**config.mk**
```make
export PLATFORM = sky130hd
export DESIGN_NAME = rgb_to_hsv_pixel_top_flat
export DESIGN_NICKNAME = d
export VERILOG_FILES = /design/src/hdl/rhp_pkg.sv /design/src/hdl/rhp_pix_if.sv /design/src/hdl/rhp_hsv_if.sv /design/src/hdl/rgb_to_hsv_pixel_top.sv /design/src/hdl/rhp_front.sv /design/src/hdl/rhp_cell.sv /design/src/hdl/rhp_back.sv /design/src/flat_wrapper.sv
export SDC_FILE = /design/constraint.sdc
export NUM_CORES = 2
export LEC_CHECK = 0
export BUFFER_PORTS_ARGS = -buffer_cell sky130_fd_sc_hd__buf_2
export CAP_MARGIN = 20
export CORE_ASPECT_RATIO = 0.75
export CORE_MARGIN = 5
export CORE_UTILIZATION = 42
export CTS_BUF_LIST = sky130_fd_sc_hd__clkbuf_4 sky130_fd_sc_hd__clkbuf_8
export DETAILED_ROUTE_END_ITERATION = 7
export PLACE_DENSITY = 0.58
export SLEW_MARGIN = 30
export SYNTH_ARGS = -nofsm -noshare
export SYNTH_HDL_FRONTEND = slang
export SYNTH_SLANG_ARGS = --single-unit
```
**constraint.sdc**
```tcl
create_clock -name clk -period 24.2 [get_ports clk]
set_input_delay 2.42 -clock clk [delete_from_list [all_inputs] [get_ports clk]]
set_output_delay 2.42 -clock clk [all_outputs]
set_load 0.02 [all_outputs]
```
**src/hdl/rhp_pkg.sv**
```systemverilog
// rhp_pkg: shared types and constants for the RGB to HSV pixel converter.
// No dependencies.
package rhp_pkg;

  localparam int unsigned ChanW    = 16;
  localparam int unsigned HueW     = 19;
  localparam int unsigned SatW     = 17;
  localparam int unsigned RemW     = 17;
  localparam int unsigned QuoW     = 18;
  localparam int unsigned DivSteps = 18;

  localparam logic [HueW-1:0] HueTwo  = 19'h20000;
  localparam logic [HueW-1:0] HueFour = 19'h40000;
  localparam logic [HueW-1:0] HueSix  = 19'h60000;

  typedef enum logic [1:0] {
    SECT_RED,
    SECT_GREEN,
    SECT_BLUE
  } sector_t;

  typedef struct packed {
    logic [RemW-1:0] rem;
    logic [QuoW-1:0] quo;
  } div_lane_t;

  typedef struct packed {
    div_lane_t        hue_div;
    div_lane_t        sat_div;
    logic [ChanW-1:0] gap;
    logic [ChanW-1:0] brightness;
    logic             neg;
    sector_t          sector;
    logic             grey;
  } work_t;

endpackage

```
**src/hdl/rhp_pix_if.sv**
```systemverilog
// rhp_pix_if: valid/ready channel carrying one RGB pixel word.
// No dependencies.
interface rhp_pix_if;
  logic        valid;
  logic        ready;
  logic [15:0] red;
  logic [15:0] green;
  logic [15:0] blue;

  modport source (output valid, output red, output green, output blue, input ready);
  modport sink (input valid, input red, input green, input blue, output ready);
endinterface

```
**src/hdl/rhp_hsv_if.sv**
```systemverilog
// rhp_hsv_if: valid/ready channel carrying one HSV result word.
// No dependencies.
interface rhp_hsv_if;
  logic        valid;
  logic        ready;
  logic [18:0] hue;
  logic [16:0] saturation;
  logic [15:0] brightness;

  modport source (output valid, output hue, output saturation, output brightness, input ready);
  modport sink (input valid, input hue, input saturation, input brightness, output ready);
endinterface

```
**src/hdl/rgb_to_hsv_pixel_top.sv**
```systemverilog
// rgb_to_hsv_pixel_top: RGB to HSV pixel converter, front stage, division cells, output stage.
// Depends on rhp_pkg, rhp_pix_if, rhp_hsv_if, rhp_front, rhp_cell, rhp_back.
//
// Takes one pixel word per clock when not stalled and returns one HSV word per pixel, in order.
// The stages are one front stage (max, min, sector), a row of 18
// restoring-division cells that each settle one quotient bit of hue and of
// saturation, and one output stage that rounds and holds the result. Every
// stage has its own valid bit, so bubbles are squeezed out and the input
// keeps taking words while the output is stalled until all stages are full.
// Throughput is one pixel per clock while the output does not stall.
module rgb_to_hsv_pixel_top (
  input  logic      clk,
  input  logic      rst,
  rhp_pix_if.sink   pix,
  rhp_hsv_if.source hsv
);

  rhp_pkg::work_t chain_d [0:rhp_pkg::DivSteps];
  logic           chain_v [0:rhp_pkg::DivSteps];
  logic           chain_r [0:rhp_pkg::DivSteps];

  rhp_front u_front (
    .clk        (clk),
    .rst        (rst),
    .pix        (pix),
    .dout       (chain_d[0]),
    .dout_valid (chain_v[0]),
    .dout_ready (chain_r[0])
  );

  for (genvar i = 0; i < rhp_pkg::DivSteps; i++) begin : g_cell
    rhp_cell u_cell (
      .clk        (clk),
      .rst        (rst),
      .din        (chain_d[i]),
      .din_valid  (chain_v[i]),
      .din_ready  (chain_r[i]),
      .dout       (chain_d[i+1]),
      .dout_valid (chain_v[i+1]),
      .dout_ready (chain_r[i+1])
    );
  end

  rhp_back u_back (
    .clk       (clk),
    .rst       (rst),
    .din       (chain_d[rhp_pkg::DivSteps]),
    .din_valid (chain_v[rhp_pkg::DivSteps]),
    .din_ready (chain_r[rhp_pkg::DivSteps]),
    .hsv       (hsv)
  );

endmodule

```
**src/hdl/rhp_front.sv**
```systemverilog
// rhp_front: max/min, gap, sector pick and difference magnitude; first register stage.
// Depends on rhp_pkg and rhp_pix_if.
module rhp_front (
  input  logic           clk,
  input  logic           rst,
  rhp_pix_if.sink        pix,
  output rhp_pkg::work_t dout,
  output logic           dout_valid,
  input  logic           dout_ready
);

  logic [15:0]      vmax;
  logic [15:0]      vmin;
  logic [15:0]      gap;
  logic [15:0]      op_a;
  logic [15:0]      op_b;
  logic [15:0]      mag;
  logic             neg;
  rhp_pkg::sector_t sector;
  rhp_pkg::work_t   work;
  logic             valid;
  logic             load;

  always_comb begin
    vmax = pix.red;
    if (pix.green > vmax) vmax = pix.green;
    if (pix.blue > vmax) vmax = pix.blue;
    vmin = pix.red;
    if (pix.green < vmin) vmin = pix.green;
    if (pix.blue < vmin) vmin = pix.blue;
    gap = vmax - vmin;

    priority if (pix.red == vmax) begin
      sector = rhp_pkg::SECT_RED;
      op_a   = pix.green;
      op_b   = pix.blue;
    end else if (pix.green == vmax) begin
      sector = rhp_pkg::SECT_GREEN;
      op_a   = pix.blue;
      op_b   = pix.red;
    end else begin
      sector = rhp_pkg::SECT_BLUE;
      op_a   = pix.red;
      op_b   = pix.green;
    end

    neg = op_a < op_b;
    mag = neg ? (op_b - op_a) : (op_a - op_b);

    work.hue_div.rem = {1'b0, mag};
    work.hue_div.quo = '0;
    work.sat_div.rem = {1'b0, gap};
    work.sat_div.quo = '0;
    work.gap         = gap;
    work.brightness  = vmax;
    work.neg         = neg;
    work.sector      = sector;
    work.grey        = (gap == 16'd0);
  end

  assign pix.ready  = !valid || dout_ready;
  assign load       = pix.valid && pix.ready;
  assign dout_valid = valid;

  always_ff @(posedge clk) begin
    if (rst) begin
      valid <= 1'b0;
    end else if (pix.ready) begin
      valid <= pix.valid;
    end
  end

  always_ff @(posedge clk) begin
    if (load) begin
      dout <= work;
    end
  end

endmodule

```
**src/hdl/rhp_cell.sv**
```systemverilog
// rhp_cell: one restoring-division step for both the hue and saturation quotients.
// Depends on rhp_pkg.
module rhp_cell (
  input  logic           clk,
  input  logic           rst,
  input  rhp_pkg::work_t din,
  input  logic           din_valid,
  output logic           din_ready,
  output rhp_pkg::work_t dout,
  output logic           dout_valid,
  input  logic           dout_ready
);

  rhp_pkg::work_t step;
  logic           hue_ge;
  logic           sat_ge;
  logic [16:0]    hue_diff;
  logic [16:0]    sat_diff;
  logic           valid;

  always_comb begin
    step     = din;
    hue_ge   = din.hue_div.rem >= {1'b0, din.gap};
    hue_diff = din.hue_div.rem - (hue_ge ? {1'b0, din.gap} : 17'd0);
    sat_ge   = din.sat_div.rem >= {1'b0, din.brightness};
    sat_diff = din.sat_div.rem - (sat_ge ? {1'b0, din.brightness} : 17'd0);
    // remainder stays below the divisor, so the shift never loses a bit
    step.hue_div.rem = {hue_diff[15:0], 1'b0};
    step.hue_div.quo = {din.hue_div.quo[16:0], hue_ge};
    step.sat_div.rem = {sat_diff[15:0], 1'b0};
    step.sat_div.quo = {din.sat_div.quo[16:0], sat_ge};
  end

  assign din_ready  = !valid || dout_ready;
  assign dout_valid = valid;

  always_ff @(posedge clk) begin
    if (rst) begin
      valid <= 1'b0;
    end else if (din_ready) begin
      valid <= din_valid;
    end
  end

  always_ff @(posedge clk) begin
    if (din_valid && din_ready) begin
      dout <= step;
    end
  end

endmodule

```
**src/hdl/rhp_back.sv**
```systemverilog
// rhp_back: rounds both quotients, forms hue by sector, holds the output word.
// Depends on rhp_pkg and rhp_hsv_if.
module rhp_back (
  input  logic           clk,
  input  logic           rst,
  input  rhp_pkg::work_t din,
  input  logic           din_valid,
  output logic           din_ready,
  rhp_hsv_if.source      hsv
);

  logic [17:0] hue_q1;
  logic [17:0] sat_q1;
  logic [16:0] hue_mag;
  logic [18:0] mag_ext;
  logic [18:0] hue_calc;
  logic [16:0] sat_calc;
  logic        valid;

  always_comb begin
    // quotient carries one extra fraction bit: round half away from zero
    hue_q1  = din.hue_div.quo + 18'd1;
    sat_q1  = din.sat_div.quo + 18'd1;
    hue_mag = hue_q1[17:1];
    mag_ext = {2'b00, hue_mag};

    unique case (din.sector)
      rhp_pkg::SECT_RED: begin
        if (!din.neg) hue_calc = mag_ext;
        else if (hue_mag == 17'd0) hue_calc = '0;
        else hue_calc = rhp_pkg::HueSix - mag_ext;
      end
      rhp_pkg::SECT_GREEN: begin
        hue_calc = din.neg ? (rhp_pkg::HueTwo - mag_ext) : (rhp_pkg::HueTwo + mag_ext);
      end
      rhp_pkg::SECT_BLUE: begin
        hue_calc = din.neg ? (rhp_pkg::HueFour - mag_ext) : (rhp_pkg::HueFour + mag_ext);
      end
      default: hue_calc = '0;
    endcase

    sat_calc = sat_q1[17:1];
    if (din.grey) begin
      hue_calc = '0;
      sat_calc = '0;
    end
  end

  assign din_ready = !valid || hsv.ready;
  assign hsv.valid = valid;

  always_ff @(posedge clk) begin
    if (rst) begin
      valid <= 1'b0;
    end else if (din_ready) begin
      valid <= din_valid;
    end
  end

  always_ff @(posedge clk) begin
    if (din_valid && din_ready) begin
      hsv.hue        <= hue_calc;
      hsv.saturation <= sat_calc;
      hsv.brightness <= din.brightness;
    end
  end

endmodule

```
**src/flat_wrapper.sv**
```systemverilog
// flat-port wrapper written by rule: the top's interface ports become plain ports
module rgb_to_hsv_pixel_top_flat 
  (clk, rst, pix_valid, pix_red, pix_green, pix_blue, pix_ready, hsv_valid, hsv_hue, hsv_saturation, hsv_brightness, hsv_ready);
  rhp_pix_if pix_i ();
  rhp_hsv_if hsv_i ();
  input  logic clk;
  input  logic rst;
  input wire logic [$bits(pix_i.valid)-1:0] pix_valid;
  input wire logic [$bits(pix_i.red)-1:0] pix_red;
  input wire logic [$bits(pix_i.green)-1:0] pix_green;
  input wire logic [$bits(pix_i.blue)-1:0] pix_blue;
  output wire logic [$bits(pix_i.ready)-1:0] pix_ready;
  output wire logic [$bits(hsv_i.valid)-1:0] hsv_valid;
  output wire logic [$bits(hsv_i.hue)-1:0] hsv_hue;
  output wire logic [$bits(hsv_i.saturation)-1:0] hsv_saturation;
  output wire logic [$bits(hsv_i.brightness)-1:0] hsv_brightness;
  input wire logic [$bits(hsv_i.ready)-1:0] hsv_ready;
  assign pix_i.valid = pix_valid;
  assign pix_i.red = pix_red;
  assign pix_i.green = pix_green;
  assign pix_i.blue = pix_blue;
  assign pix_ready = pix_i.ready;
  assign hsv_valid = hsv_i.valid;
  assign hsv_hue = hsv_i.hue;
  assign hsv_saturation = hsv_i.saturation;
  assign hsv_brightness = hsv_i.brightness;
  assign hsv_i.ready = hsv_ready;
  rgb_to_hsv_pixel_top u_core (.clk(clk), .rst(rst), .pix(pix_i), .hsv(hsv_i));
endmodule
```
==> metrics.md <==
| Metric | Value |
|---|---|
| Layout Nets | 9,733 |
| Worst r2r src | u_core.u_front.dout[55] |
| Reg2Reg Depth | 31 |
| Placement Cell Area | 97,470 sq um |
| Remaining global-route overflow | 0 |
| Placer Congestion | 0.8690 |
| Fill count | 20,050 |
| Switching Fraction | 27.40% |
| Post-CTS setup buffers | 0 |
| Max stage delay cell, worst path | clkinv_1 |
| Final Cell Area | 102,800 sq um |
| Mapped cell area | 92,970 sq um |
| CTS Sinks | 1,642 |
| Arrival @ worst endpoint | 14.23 ns |
| Post-CTS sizing | 0 |
| Final Worst Setup Slack | 10.64 ns |
| First-pass GRT wire length | 331,400 um |
| Share of power burned in registers | 48.2% |
| Die ar. | 231,000 sq um |
| Maximum VDD drop | 0.00005199 V |
| Switching pwr | 1.906 mW |
| Crit path launch type | primary input |
| Clock buffer depth | 4 |
| Mean Syn Cell Area | 11.34 sq um |
| Largest net degree at the start of global routing | 75 |
| Yosys reg bits | 1,642 |
| I/O pins | 106 |
| Clock Latency Late Sink | 0.95 ns |
| First-pass DRT Iterations | 7 |
| Final TNS setup | 0 ns |
| CTS root buffer | clkbuf_8 |
| Area delta synth->final | 10.53% |
| Slew margin rel. | 39.23% |
| Cells after synthesis | 8,196 |
| Clk pin slew, worst setup/hold paths | 0.06 ns |
| Starting DRT DRC Count | 3,800 |
| Cell Rows | 149 |
| Period Utilization, post-route | 56.02% |
| Port Buffers | 105 |
| CTS hold repair buffers | 0 |
| EDFF count, synth | 1,622 |
| Share of cells above drive strength 1 | 7.793% |
| Post-placement setup slack | 9.834 ns |
| Final setup skew | 0.1030 ns |
| CORE AREA | 220,000 sq um |
| CTS tree | built |
| Die height | 417.5 um |
| Synth Flop Type | edfxtp_1 |
| Fin cells | 11,680 |
| Reg2reg end | u_core.g_cell[0].u_cell.dout[105] |
| Worst min-delay path class | flip-flop to flip-flop |
| CP Data Required Time | 24.88 ns |
| Routed vias | 60,580 |
| Status | finished clean |
| R2r setup slk | 17.48 ns |
| Die W | 553.3 um |
| Slew Limit Fails | 0 |
| Final hold vios | 0 |
| Htree depth | 5 |
| Fmax | 73.77 MHz |
| Syn Nets | 9,400 |
| Post-DP HPWL | 160,800 um |
| Min-delay src | u_core.g_cell[1].u_cell.dout[37] |
| Num CTS Buffers | 278 |
| Final setup violating endpoints | 0 |
| Unique cell type count in the Yosys netlist | 90 |
| DR vias/cell | 5.188 |
| Async set or reset register ratio after synthesis | 0% |
| Leak | 42.68 nW |
| Routed wire length | 210,100 um |
| Internal | 5.049 mW |
| Remaining antenna violation count | 0 |
| Crit Path Max Fanout | 61 |
| # DRC | 0 |
| Max Cap Viol | 0 |
| CP Class | primary input to flip-flop |
| Crit end category | flip-flop |
| Top cell by count, worst path | a21o_1 |
| Pwr/cell area | 67.68 nW/um^2 |
| Combinational fraction of design power | 17.4% |
| Crit path from | pix_red[1] |
| Fin crit period | 13.56 ns |
| Antenna violations before repair | 13 |
| Vias in the first global route | 59,300 |
| Power share of the clock group | 34.5% |
| Leading cell type in the layout, fill and taps excluded | edfxtp_1 |
| CP peak stage delay | 0.77 ns |
| Seq/Total Area, Yosys | 52.82% |
| Starting Density | 42.26% |
| Most frequent cells in the layout | edfxtp_1, ha_1, inv_1, nand2_1, nor2_1 |
| RSZ-0062 raised after global routing | no |
| Cells after DPL | 11,190 |
| Total track usage | 17.83% |
| WL/cell | 18.00 um |
| Least-Margin Pin Slew | 0.9116 ns |
| Worst setup endpoint | u_core.u_front.dout[100] |
| Synth warn | 0 |
stage by stage:
| step | total power, mW | util, % | hold WS [ns] |
|---|---|---|---|
| CTS | 7.052 | 46.69 | 0.3762 |
| global placement | 4.576 | 44.28 | 0.4005 |
| detailed placement | 4.606 | 44.31 | 0.4045 |
| global route | 7.351 | 46.71 | 0.3890 |
| finish | 6.955 | 46.71 | 0.3784 |
| floorplan | 4.261 | - | 0.4003 |
kinds of logic (layout without fill, tap and decap cells):
logic type,after synthesis,in the layout,share of synthesized area (%)
AOI/OAI and AO/OA,1639,1639,11.48
xor gates and xnor gates,444,444,4.229
adders and majority gates,1152,1152,15.80
buffers and inverters,994,1524,4.027
DFF,1642,1642,52.82
muxes,37,37,0.4387
other,0,7,0
and+or+nand+nor,2288,2288,11.20
cells in the mapped netlist, types with 108 or more instances:
library cell,n,area [sq um]
a21boi_0,108,810.8
a21o_1,284,2132
a21oi_1,388,1942
edfxtp_1,1622,48710
ha_1,1115,13950
inv_1,883,3314
nand2_1,794,2980
nand3_1,155,775.7
nor2_1,651,2444
nor2b_1,130,813.3
nor3_1,149,745.7
o21ai_0,391,1957
xnor2_1,324,2838
xor2_1,117,1025
worst max-delay path: cells and delay by family:
kind            cells  cell delay (ns)
compound gates     26             7.20
fa+ha+maj           3             1.17
buf+inv             4             1.54
simple gates        7             1.85
layer usage:
metal | track usage [%] | wire, um | vias to the layer above | part of all wire, %
met5 | 0 | 41 | - | 0.020
met4 | 4.182 | 4125 | 6 | 2.0
met3 | 2.895 | 8574 | 294 | 4.1
met2 | 27.26 | 89660 | 993 | 43
met1 | 26.59 | 107700 | 29030 | 51
li1 | - | - | 30260 | -
worst min-delay path by stage:
stage,endpoint,slack [ns],depth (start not counted)
after floorplan,u_core.g_cell[0].u_cell.dout[0],0.40,0
final,u_core.g_cell[2].u_cell.dout[38],0.38,0
after detailed placement,u_core.g_cell[0].u_cell.dout[1],0.40,0
after global placement,u_core.g_cell[14].u_cell.dout[49],0.40,0
after global routing,u_core.g_cell[3].u_cell.dout[3],0.39,0
after CTS,u_core.g_cell[2].u_cell.dout[38],0.38,0
area by class of cell:
class | instances | area, sq um | share of cell area (%)
Antenna cell | 7 | 17.52 | 0.01705
Clock buffer | 356 | 4468 | 4.348
Clock inverter | 121 | 774.5 | 0.7537
Inverter | 887 | 3329 | 3.240
Multi-Input combinational cell | 5560 | 40380 | 39.29
Sequential cell | 1642 | 49110 | 47.79
Tap cell | 2944 | 3684 | 3.584
Timing Repair Buffer | 160 | 1006 | 0.9789
power by group through the flow:
stage / combinational [mW] / clock (mW) / sequential, mW
after global placement: 1.17 / 0 / 3.41
after floorplan: 0.910 / 0 / 3.35
after CTS: 1.21 / 2.49 / 3.35
after detailed placement: 1.20 / 0 / 3.41
final: 1.21 / 2.40 / 3.35
after global routing: 1.37 / 2.62 / 3.36
state kept, by name, summed over array words and instances (netlist names):
| register | count |
|---|---|
| u_core.u_back.hsv.hue | 19 |
| u_core.u_back.hsv.saturation | 17 |
| u_core.u_back.hsv.valid | 1 |
| u_core.u_front.dout | 52 |
| u_core.u_front.dout_valid | 1 |
| u_core.u_back.hsv.brightness | 16 |
| u_core.g_cell.u_cell.dout_valid | 18 |
| u_core.g_cell.u_cell.dout | 1518 |
No activity file was read; power rests on OpenSTA's default activity.
